--- src/rtl/ctd_pkg.sv ---
// shared constants and types for the capacitive touch detector
package ctd_pkg;

   localparam int COUNT_BITS      = 16;
   localparam int MAX_CAL_SAMPLES = 256;

   localparam int CNT_W   = 16;
   localparam int CAL_W   = 9;
   localparam int SUM_W   = 24;
   localparam int BLEND_W = 9;
   localparam int CSR_W   = 16;
   localparam int IDX_W   = 2;
   localparam int STEP_W  = 5;

   localparam logic [CNT_W-1:0]   RAW_MASK   = CNT_W'((32'd1 << COUNT_BITS) - 32'd1);
   localparam logic [CAL_W-1:0]   CAL_MAX    = CAL_W'(MAX_CAL_SAMPLES);
   localparam logic [BLEND_W-1:0] BLEND_ONE  = BLEND_W'(256);
   localparam logic [STEP_W-1:0]  DIV_STEPS  = STEP_W'(SUM_W);
   localparam logic [STEP_W-1:0]  MUL_STEPS  = STEP_W'(BLEND_W);

   typedef enum logic [IDX_W-1:0] {
      REG_CAL_SAMPLES    = 2'd0,
      REG_BLEND_Q8       = 2'd1,
      REG_PRESS_OFFSET   = 2'd2,
      REG_RELEASE_OFFSET = 2'd3
   } ctd_reg_type;

   typedef enum logic [2:0] {
      ST_IDLE,
      ST_DIV,
      ST_MUL,
      ST_POST,
      ST_OUT
   } ctd_state_type;

endpackage

--- src/rtl/ctd_req_if.sv ---
// input channel interface: one raw count per transfer
interface ctd_req_if;
   import ctd_pkg::*;

   logic             valid;
   logic             ready;
   logic [CNT_W-1:0] raw_count;

   modport source (output valid, output raw_count, input ready);
   modport sink (input valid, input raw_count, output ready);
endinterface

// result channel interface: touch state and baseline per transfer
interface ctd_rsp_if;
   import ctd_pkg::*;

   logic             valid;
   logic             ready;
   logic             is_touched;
   logic [CNT_W-1:0] echo_raw;
   logic [CNT_W-1:0] current_baseline;
   logic             calibrating;

   modport source (output valid, output is_touched, output echo_raw,
                   output current_baseline, output calibrating, input ready);
   modport sink (input valid, input is_touched, input echo_raw,
                 input current_baseline, input calibrating, output ready);
endinterface

--- src/rtl/capacitive_touch_detector_top.sv ---
// Touch detector: start-up mean baseline, blended baseline tracking and
// press/release hysteresis on one raw count per transfer. One sample is in
// work at a time. A calibration sample goes straight to the result, the sample
// that ends calibration first runs a bit-serial restoring divider (one
// quotient bit per cycle over 24 bits), a sample that updates the baseline runs
// a bit-serial blend multiply over the 9 weight bits and then the press compare,
// and a held touch goes straight to the result. The result sits in an
// output register; a new sample is taken once the previous result is
// registered, even while that result still waits for its transfer.
module capacitive_touch_detector_top
   import ctd_pkg::*;
(
   input  logic             clock,
   input  logic             reset,
   ctd_req_if.sink          req_if,
   ctd_rsp_if.source        rsp_if,
   input  logic             csr_we,
   input  logic [IDX_W-1:0] csr_index,
   input  logic [CSR_W-1:0] csr_wdata
);

   ctd_state_type       state_ff, state_in;

   logic [CAL_W-1:0]    cal_samples_ff;
   logic [BLEND_W-1:0]  blend_ff;
   logic [CNT_W-1:0]    press_ff;
   logic [CNT_W-1:0]    release_ff;

   logic [CNT_W-1:0]    base_ff, base_in;
   logic                touch_ff, touch_in;
   logic [SUM_W-1:0]    cal_sum_ff, cal_sum_in;
   logic [CAL_W-1:0]    cal_count_ff, cal_count_in;
   logic                cal_active_ff, cal_active_in;
   logic                check_press_ff, check_press_in;

   logic [CNT_W-1:0]    raw_ff, raw_in;
   logic [SUM_W-1:0]    work_ff, work_in;
   logic [CAL_W-1:0]    rem_ff, rem_in;
   logic [CAL_W-1:0]    divisor_ff, divisor_in;
   logic [BLEND_W-1:0]  wgt_ff, wgt_in;
   logic [BLEND_W-1:0]  wcomp_ff, wcomp_in;
   logic [STEP_W-1:0]   step_ff, step_in;

   logic                rsp_valid_ff, rsp_valid_in;
   logic                rsp_touch_ff, rsp_touch_in;
   logic [CNT_W-1:0]    rsp_raw_ff, rsp_raw_in;
   logic [CNT_W-1:0]    rsp_base_ff, rsp_base_in;
   logic                rsp_cal_ff, rsp_cal_in;

   logic                accept;
   logic                slot_free;
   logic                step_last;
   logic [CNT_W-1:0]    raw_used;
   logic [CAL_W-1:0]    need;
   logic [SUM_W-1:0]    sum_next;
   logic [CAL_W-1:0]    count_next;
   logic                cal_done;
   logic [BLEND_W-1:0]  w_sat;
   logic                release_hold;
   logic                press_hit;
   logic [CAL_W-1:0]    div_trial;
   logic                div_bit;
   logic [SUM_W-1:0]    div_work;
   logic [SUM_W-1:0]    mul_next;

   // shared conditions
   assign accept    = req_if.valid && (state_ff == ST_IDLE);
   assign slot_free = !rsp_valid_ff || rsp_if.ready;
   assign step_last = (step_ff == '0);
   assign raw_used  = req_if.raw_count & RAW_MASK;

   always_comb begin
      if (cal_samples_ff == '0) begin
         need = CAL_W'(1);
      end else if (cal_samples_ff > CAL_MAX) begin
         need = CAL_MAX;
      end else begin
         need = cal_samples_ff;
      end
   end

   assign sum_next   = cal_sum_ff + SUM_W'(raw_used);
   assign count_next = cal_count_ff + CAL_W'(1);
   assign cal_done   = (count_next >= need);
   assign w_sat      = (blend_ff > BLEND_ONE) ? BLEND_ONE : blend_ff;

   assign release_hold = {1'b0, raw_used} > ({1'b0, base_ff} + {1'b0, release_ff});
   assign press_hit    = {1'b0, raw_ff} > ({1'b0, base_ff} + {1'b0, press_ff});

   // one restoring division step
   assign div_trial = {rem_ff[CAL_W-2:0], work_ff[SUM_W-1]};
   assign div_bit   = (div_trial >= divisor_ff);
   assign div_work  = {work_ff[SUM_W-2:0], div_bit};

   // one msb-first blend step: acc*2 + base*wcomp_bit + raw*w_bit
   assign mul_next = {work_ff[SUM_W-2:0], 1'b0}
                   + (wcomp_ff[BLEND_W-1] ? SUM_W'(base_ff) : '0)
                   + (wgt_ff[BLEND_W-1] ? SUM_W'(raw_ff) : '0);

   // next state
   always_comb begin
      state_in = state_ff;
      case (state_ff)
         ST_IDLE: begin
            if (accept) begin
               if (cal_active_ff) begin
                  state_in = cal_done ? ST_DIV : ST_OUT;
               end else if (touch_ff && release_hold) begin
                  state_in = ST_OUT;
               end else begin
                  state_in = ST_MUL;
               end
            end
         end
         ST_DIV: begin
            if (step_last) begin
               state_in = ST_OUT;
            end
         end
         ST_MUL: begin
            if (step_last) begin
               state_in = ST_POST;
            end
         end
         ST_POST: state_in = ST_OUT;
         ST_OUT: begin
            if (slot_free) begin
               state_in = ST_IDLE;
            end
         end
         default: state_in = ST_IDLE;
      endcase
   end

   // datapath and outputs
   always_comb begin
      base_in        = base_ff;
      touch_in       = touch_ff;
      cal_sum_in     = cal_sum_ff;
      cal_count_in   = cal_count_ff;
      cal_active_in  = cal_active_ff;
      check_press_in = check_press_ff;
      raw_in         = raw_ff;
      work_in        = work_ff;
      rem_in         = rem_ff;
      divisor_in     = divisor_ff;
      wgt_in         = wgt_ff;
      wcomp_in       = wcomp_ff;
      step_in        = step_ff;
      rsp_valid_in   = rsp_valid_ff && !rsp_if.ready;
      rsp_touch_in   = rsp_touch_ff;
      rsp_raw_in     = rsp_raw_ff;
      rsp_base_in    = rsp_base_ff;
      rsp_cal_in     = rsp_cal_ff;

      case (state_ff)
         ST_IDLE: begin
            if (accept) begin
               raw_in = raw_used;
               if (cal_active_ff) begin
                  cal_sum_in   = sum_next;
                  cal_count_in = count_next;
                  work_in      = sum_next;
                  rem_in       = '0;
                  divisor_in   = count_next;
                  step_in      = DIV_STEPS - STEP_W'(1);
               end else begin
                  work_in  = '0;
                  wgt_in   = w_sat;
                  wcomp_in = BLEND_ONE - w_sat;
                  step_in  = MUL_STEPS - STEP_W'(1);
                  if (touch_ff) begin
                     check_press_in = 1'b0;
                     if (!release_hold) begin
                        touch_in = 1'b0;
                     end
                  end else begin
                     check_press_in = 1'b1;
                  end
               end
            end
         end
         ST_DIV: begin
            work_in = div_work;
            rem_in  = div_bit ? (div_trial - divisor_ff) : div_trial;
            step_in = step_ff - STEP_W'(1);
            if (step_last) begin
               base_in       = div_work[CNT_W-1:0] & RAW_MASK;
               touch_in      = 1'b0;
               cal_active_in = 1'b0;
            end
         end
         ST_MUL: begin
            work_in  = mul_next;
            wgt_in   = {wgt_ff[BLEND_W-2:0], 1'b0};
            wcomp_in = {wcomp_ff[BLEND_W-2:0], 1'b0};
            step_in  = step_ff - STEP_W'(1);
            if (step_last) begin
               base_in = mul_next[SUM_W-1:SUM_W-CNT_W] & RAW_MASK;
            end
         end
         ST_POST: begin
            if (check_press_ff) begin
               touch_in = press_hit;
            end
         end
         ST_OUT: begin
            if (slot_free) begin
               rsp_valid_in = 1'b1;
               rsp_touch_in = touch_ff;
               rsp_raw_in   = raw_ff;
               rsp_base_in  = base_ff;
               rsp_cal_in   = cal_active_ff;
            end
         end
         default: ;
      endcase
   end

   // configuration registers
   always_ff @(posedge clock) begin
      if (reset) begin
         cal_samples_ff <= CAL_W'(32);
         blend_ff       <= BLEND_W'(26);
         press_ff       <= CNT_W'(200);
         release_ff     <= CNT_W'(100);
      end else if (csr_we) begin
         case (ctd_reg_type'(csr_index))
            REG_CAL_SAMPLES:    cal_samples_ff <= csr_wdata[CAL_W-1:0];
            REG_BLEND_Q8:       blend_ff       <= csr_wdata[BLEND_W-1:0];
            REG_PRESS_OFFSET:   press_ff       <= csr_wdata[CNT_W-1:0];
            REG_RELEASE_OFFSET: release_ff     <= csr_wdata[CNT_W-1:0];
            default: ;
         endcase
      end
   end

   // control state
   always_ff @(posedge clock) begin
      if (reset) begin
         state_ff      <= ST_IDLE;
         base_ff       <= '0;
         touch_ff      <= 1'b0;
         cal_sum_ff    <= '0;
         cal_count_ff  <= '0;
         cal_active_ff <= 1'b1;
         rsp_valid_ff  <= 1'b0;
      end else begin
         state_ff      <= state_in;
         base_ff       <= base_in;
         touch_ff      <= touch_in;
         cal_sum_ff    <= cal_sum_in;
         cal_count_ff  <= cal_count_in;
         cal_active_ff <= cal_active_in;
         rsp_valid_ff  <= rsp_valid_in;
      end
   end

   // working and result payload
   always_ff @(posedge clock) begin
      check_press_ff <= check_press_in;
      raw_ff         <= raw_in;
      work_ff        <= work_in;
      rem_ff         <= rem_in;
      divisor_ff     <= divisor_in;
      wgt_ff         <= wgt_in;
      wcomp_ff       <= wcomp_in;
      step_ff        <= step_in;
      rsp_touch_ff   <= rsp_touch_in;
      rsp_raw_ff     <= rsp_raw_in;
      rsp_base_ff    <= rsp_base_in;
      rsp_cal_ff     <= rsp_cal_in;
   end

   assign req_if.ready            = (state_ff == ST_IDLE);
   assign rsp_if.valid            = rsp_valid_ff;
   assign rsp_if.is_touched       = rsp_touch_ff;
   assign rsp_if.echo_raw         = rsp_raw_ff;
   assign rsp_if.current_baseline = rsp_base_ff;
   assign rsp_if.calibrating      = rsp_cal_ff;

endmodule

--- src/flat_wrapper.sv ---
// flat-port wrapper written by rule: the top's interface ports become plain ports
module capacitive_touch_detector_top_flat import ctd_pkg::*;
  (clock, reset, csr_we, csr_index, csr_wdata, req_if_valid, req_if_raw_count, req_if_ready, rsp_if_valid, rsp_if_is_touched, rsp_if_echo_raw, rsp_if_current_baseline, rsp_if_calibrating, rsp_if_ready);
  ctd_req_if req_if_i ();
  ctd_rsp_if rsp_if_i ();
  input  logic clock;
  input  logic reset;
  input  logic csr_we;
  input  logic [IDX_W-1:0] csr_index;
  input  logic [CSR_W-1:0] csr_wdata;
  input wire logic [$bits(req_if_i.valid)-1:0] req_if_valid;
  input wire logic [$bits(req_if_i.raw_count)-1:0] req_if_raw_count;
  output wire logic [$bits(req_if_i.ready)-1:0] req_if_ready;
  output wire logic [$bits(rsp_if_i.valid)-1:0] rsp_if_valid;
  output wire logic [$bits(rsp_if_i.is_touched)-1:0] rsp_if_is_touched;
  output wire logic [$bits(rsp_if_i.echo_raw)-1:0] rsp_if_echo_raw;
  output wire logic [$bits(rsp_if_i.current_baseline)-1:0] rsp_if_current_baseline;
  output wire logic [$bits(rsp_if_i.calibrating)-1:0] rsp_if_calibrating;
  input wire logic [$bits(rsp_if_i.ready)-1:0] rsp_if_ready;
  assign req_if_i.valid = req_if_valid;
  assign req_if_i.raw_count = req_if_raw_count;
  assign req_if_ready = req_if_i.ready;
  assign rsp_if_valid = rsp_if_i.valid;
  assign rsp_if_is_touched = rsp_if_i.is_touched;
  assign rsp_if_echo_raw = rsp_if_i.echo_raw;
  assign rsp_if_current_baseline = rsp_if_i.current_baseline;
  assign rsp_if_calibrating = rsp_if_i.calibrating;
  assign rsp_if_i.ready = rsp_if_ready;
  capacitive_touch_detector_top u_core (.clock(clock), .reset(reset), .req_if(req_if_i), .rsp_if(rsp_if_i), .csr_we(csr_we), .csr_index(csr_index), .csr_wdata(csr_wdata));
endmodule
--- config.mk ---
export PLATFORM = sky130hd
export DESIGN_NAME = capacitive_touch_detector_top_flat
export DESIGN_NICKNAME = d
export VERILOG_FILES = /design/src/rtl/ctd_pkg.sv /design/src/rtl/ctd_req_if.sv /design/src/rtl/capacitive_touch_detector_top.sv /design/src/flat_wrapper.sv
export SDC_FILE = /design/constraint.sdc
export NUM_CORES = 1
export LEC_CHECK = 0
export BUFFER_PORTS_ARGS = -buffer_cell sky130_fd_sc_hd__buf_2
export CAP_MARGIN = 20
export CORE_MARGIN = 2
export CORE_UTILIZATION = 65
export CTS_CLUSTER_SIZE = 20
export DETAILED_ROUTE_END_ITERATION = 16
export HOLD_SLACK_MARGIN = 0.08
export PLACE_DENSITY_LB_ADDON = 0.25
export RECOVER_POWER = 50
export SLEW_MARGIN = 0
export SYNTH_ARGS = -nofsm -noshare
export SYNTH_HDL_FRONTEND = slang
export SYNTH_SLANG_ARGS = --single-unit
--- constraint.sdc ---
create_clock -name clock -period 10.77 [get_ports clock]
set_input_delay 2.154 -clock clock [delete_from_list [all_inputs] [get_ports clock]]
set_output_delay 2.154 -clock clock [all_outputs]
set_load 0.01 [all_outputs]
# Word-level counts from Yosys, hierarchy flattened
# Cells that the tools add are included.
# word_totals
ff_bits	220
input_bits	39
out_inout_bits	36
# op_classes
addsub	9
order_cmp	6
eq_ne	14
n_mux	42
n_bitwise	1
n_reduce_logical	33
# ops
operator	count
$pmux W24 S3	1
$mux W16	4
$mux W9	7
$add A24 B24 Y24	2
$mux W24	2
$pmux W9 S2	2
$add A16 B16 Y17	2
$gt A16 B17 Y1	2
$pmux W16 S2	1
$add A24 B16 Y24	1
$mux W8	3
$mux W3	7
$ge A9 B9 Y1	2
$gt A9 B9 Y1 const B	2
$reduce_and A2 Y1	9
$pmux W8 S2	1
$pmux W3 S5	1
$reduce_and A3 Y1	5
$ne A2 B1 Y1 const B	6
$mux W5	2
$pmux W5 S2	1
$add A9 B1 Y9 const B	1
$logic_not A9 Y1	1
$mux W1	9
22 further kinds	31

# Depth between registers and ports, before layout
# depth
ltp_word	8
ltp_mapped	18
mapped_depth_nobuf	18

# Worst setup path after synthesis
# Ideal clock, no wire load.
# synth_path
kind	input-to-reg
from	in req_if_valid
to	reg u_core.step_ff[0], enable pin
setup_ns	0.459
t_arrival_ns	4.434
t_required_ns	10.311
slack_ns	5.876
stages	2
path_cell_list	nor3_1 > a211oi_1
# synth_via
elab_chain_cells	3
# synth_lines
item	line	rtl
start: declaration	flat_wrapper.sv:11	input wire logic [$bits(req_if_i.valid)-1:0] req_if_valid;
$logic_and A1 B1 Y1	capacitive_touch_detector_top.sv:67	assign accept = req_if.valid && (state_ff == ST_IDLE);
$ne A2 B1 Y1 (no line)	-	
$reduce_and A2 Y1 (no line)	-	
end signal: assignment	capacitive_touch_detector_top.sv:268	step_ff <= step_in;
end: declaration	capacitive_touch_detector_top.sv:42	logic [STEP_W-1:0] step_ff, step_in;
# No other way between the ends.
# A chain may end at the register's enable or synchronous reset.

==> results <==
- The run finished, with violations left.
- The checks that failed: max-capacitance violations, max-slew violations.
- Entering global routing, the biggest net connects 106 pins.
- The register bit total from synthesis is 219.
- The number of different library cells in the post-synthesis netlist is 73.
- During I/O placement, the number of pins put on the boundary was 75.
- Summed over all failing endpoints, the final setup total negative slack is 0 ns.
- The path category of the worst min-delay check is reg -> reg.
- The aggregate global-route resource usage is 32.5%.
- The die is 149 µm tall.
- Yosys mapped a number of flops with a built-in enable equal to 114.
- Across the run, the number of max-cap violations was 5.
- Sorting the synthesized cells by area gives the leading types as sky130_fd_sc_hd__edfxtp_1 (25%), sky130_fd_sc_hd__dfxtp_1 (15%), sky130_fd_sc_hd__ha_1 (11%).
- The die outline area is 0.0221 mm².
- The final layout contains routed wiring with a total length of 36.6 mm.
- Row generation in the floorplan step produced 52 rows.
- CTS built an H-tree with a depth of 1.
- The number of buffers created by CTS is 24.
- The storage element area is 0.00553 mm².
- The most common flop cell mapped by yosys is sky130_fd_sc_hd__edfxtp_1.
- Headroom to the max-slew limit came out at -183%.
- The post-cts repair resize count is 0.
- The static leakage power is 6.15 nW.
- The worst setup slack for register-to-register paths is 5.87 ns.
- The worst path needs 5.95 ns of the cycle, external delays included.
- The critical path in this run is classified as in -> reg.
- The number of setup violations in the final report is 0.
- The worst hold path was traced through 2 stages.
- The first global-routing pass estimated 56.1 mm of wire.
- The path with the worst hold slack has its endpoint at u_core.release_ff[9].
- Global routing finished with a remaining overflow of 0.
- The TritonCTS clock tree is done.
- Post-CTS timing repair inserted 0 buffers for setup.
- The worst setup skew after layout is 0.00768 ns.
- The first detailed-routing pass took 5 iterations.
- The number of sinks on the clock net is 219.
- The hold path startpoint is u_core.release_ff[9].
- In this run the tool buffered the top-level ports with 74 buffer cells.
- Synthesis handed over a netlist of 1499 instances.
- The first routing iteration left 899 violations.
- Once the floorplan was initialized, standard cells occupied 66.8% of the core.
- Counting along the longest clock path gives a buffer depth of 3.
- The largest total area in the synthesized netlist belongs to sky130_fd_sc_hd__edfxtp_1.
- In the final routed layout, each cell accounts on average for 19.8 µm.
- The final RePlAce weighted congestion is 1.00.
- The worst-margin pin slew is 4.25 ns.
- The average cell area after synthesis is 9.07 µm².
- The endpoint of the most critical register-to-register path is u_core.state_ff[2].
- The filler cells instantiated in the layout total 1499.
- The maximum fanout along the worst path is 93.
- Sequential elements use 40.6% of the synthesized area.
- The synthesized design devotes to its leading area cell type 25.2% of total area.
- The cell at the root of the clock tree is sky130_fd_sc_hd__clkbuf_16.
- The worst setup path is launched from a primary input.
- The multi-input combinational cells in the finished layout cover a total of 0.00756 mm².
- Power comes to 2.30 mW.
- The area growth from synthesis to layout is 10.2%.
- In this run the critical register-to-register path is launched from u_core.base_ff[0].
- The mapped cell area is 0.0136 mm².
- Yosys instantiated no cell more often than sky130_fd_sc_hd__nand2_1.
- The via density per instance is 6.28.
- After floorplanning, the core was sized to cover 0.0204 mm².
- The number of pins exceeding their max-slew limit in the final report is 243.
- The hold buffer count at CTS is 0.
- STA puts the critical path data required time at 11.01 ns.
- The kind of end point of the critical path is a register.
- The routed layout has 11600 vias.
- The number of antenna violations at the first check in global routing is 0.
- The residual DRC count is 0.
- The number of cells on the worst reg-to-reg path is 18.
- The final count of hold timing violations is 0.
- The number of nets at the end of the flow is 1738.
- The HPWL after detailed placement is 27.1 mm.
- The final critical path takes up 55.2% of the cycle.
- The clock reaches the later pin of the worst-skew pair after 0.52 ns.
- The count of nets left with antenna violations once routing finished came out at 0.
- Timing would allow up to 0.168 GHz.
- The number of synthesis warnings is 0.
- The power per standard cell area is 154 mW/mm².
- The clock slew seen by the registers of the worst setup and hold paths is 0.06 ns.
- The number of global-route vias before repair came to 10500.
- Setup repair after global routing left no endpoint under its margin.
- Of all flip-flops after synthesis, the portion carrying an async set or reset was 0%.
- Across the VDD grid, the largest voltage drop is 121 µV.
- Counting instances in the post-synthesis netlist gives the leading cell types as sky130_fd_sc_hd__nand2_1 (242), sky130_fd_sc_hd__a21oi_1 (139), sky130_fd_sc_hd__nor2_1 (126).
- At the worst endpoint, the arrival time is 6.18 ns.
- The number of nets in the synthesized netlist is 1677.
- The die is 149 µm wide.
- The proportion of layout cells with a drive suffix above 1 is 7.73%.
-- worst max-delay path by stage --
stage | start | end | cells past startpoint
global route | reset | u_core.cal_sum_ff[15] | 4
finish | reset | u_core.cal_sum_ff[15] | 4
floorplan | req_if_valid | u_core.step_ff[0] | 2
global placement | req_if_raw_count[0] | u_core.work_ff[22] | 11
CTS | u_core.base_ff[0] | u_core.state_ff[2] | 18
detailed placement | req_if_raw_count[0] | u_core.work_ff[22] | 11
-- cells by family after synthesis --
group                      share of synthesized area (%)
adders and majority gates                           13.9
AOI/OAI and AO/OA                                   17.1
DFF                                                 40.6
and+or+nand+nor                                     17.3
muxes                                               1.31
xor gates and xnor gates                            5.86
buffers and inverters                               3.92
-- placed cells by master (no fill, tap or decap), types with 8 or more instances in the layout --
master / count
sky130_fd_sc_hd__a21o_1: 25
sky130_fd_sc_hd__or3_1: 8
sky130_fd_sc_hd__clkbuf_1: 32
sky130_fd_sc_hd__o211ai_1: 11
sky130_fd_sc_hd__xnor2_1: 49
sky130_fd_sc_hd__clkbuf_16: 26
sky130_fd_sc_hd__inv_1: 89
sky130_fd_sc_hd__nand2_1: 242
sky130_fd_sc_hd__nor2b_1: 15
sky130_fd_sc_hd__nor4_1: 10
sky130_fd_sc_hd__nor2_1: 125
sky130_fd_sc_hd__nor3_1: 32
sky130_fd_sc_hd__dfxtp_1: 105
sky130_fd_sc_hd__o21ai_0: 58
sky130_fd_sc_hd__buf_2: 56
sky130_fd_sc_hd__a22oi_1: 11
sky130_fd_sc_hd__ha_1: 119
sky130_fd_sc_hd__nand3b_1: 11
sky130_fd_sc_hd__mux2i_1: 14
sky130_fd_sc_hd__xor2_1: 42
sky130_fd_sc_hd__a21oi_1: 139
sky130_fd_sc_hd__a211oi_1: 24
sky130_fd_sc_hd__fa_1: 20
sky130_fd_sc_hd__edfxtp_1: 114
sky130_fd_sc_hd__nand2b_1: 17
sky130_fd_sc_hd__and3_1: 12
sky130_fd_sc_hd__o21a_1: 18
sky130_fd_sc_hd__nand3_1: 24
sky130_fd_sc_hd__a31oi_1: 9
sky130_fd_sc_hd__o21bai_1: 13
-- flip-flops by register name (all words and copies together) (netlist names), 5 cells and up --
| signal | cells |
|---|---|
| u_core.cal_sum_ff | 24 |
| u_core.work_ff | 24 |
| u_core.base_ff | 16 |
| u_core.press_ff | 16 |
| u_core.raw_ff | 16 |
| u_core.release_ff | 16 |
| u_core.rsp_if.current_baseline | 16 |
| u_core.rsp_if.echo_raw | 16 |
| u_core.blend_ff | 9 |
| u_core.cal_count_ff | 9 |
| u_core.cal_samples_ff | 9 |
| u_core.divisor_ff | 9 |
| u_core.wcomp_ff | 9 |
| u_core.rem_ff | 8 |
| u_core.wgt_ff | 8 |
| u_core.step_ff | 5 |
-- worst max-delay path, stage by stage --
cell and delay [ns]:
sky130_fd_sc_hd__clkbuf_1 0.57, sky130_fd_sc_hd__clkbuf_1 3.04, sky130_fd_sc_hd__nand3b_1 0.32, sky130_fd_sc_hd__o31ai_1 0.08
-- metrics by stage --
stage / cell area [µm²] / hold WS [ns] / worst slack [ns] / utilization, % / std cells
final: 15000 / 0.463 / 4.82 / 73.6 / 1849
after global routing: 15000 / 0.489 / 4.62 / 73.5 / 1848
after CTS: 15000 / 0.462 / 5.93 / 73.8 / 1845
after detailed placement: 14200 / 0.453 / 5.79 / 69.8 / 1801
after global placement: 14200 / 0.450 / 5.89 / 69.8 / 1801
after floorplan: 13600 / 0.406 / 5.88 / - / 1499
-- layer usage --
layer	global-route usage, %	share of wire [%]
met3	4.08	9.4
met1	45.7	41
met5	0	0
met2	51.2	45
met4	13.8	4.8
-- area by class of cell --
cell class / instances / area share, %
well taps: 270 / 2.26
multi-input cells: 1139 / 50.5
clock buffers: 34 / 4.68
flip-flops and latches: 219 / 36.9
diodes: 1 / 0.0167
inverters: 90 / 2.26
clock inverters: 10 / 0.727
repair buffers: 86 / 2.72
-- power breakdown --
| group | switching, mW | leakage, nW | internal (mW) |
|---|---|---|---|
| combinational | 0.291 | 3.83 | 0.184 |
| sequential | 0.0452 | 1.93 | 0.947 |
| clock | 0.335 | 0.398 | 0.503 |
No activity file was read; power rests on OpenSTA's default activity.
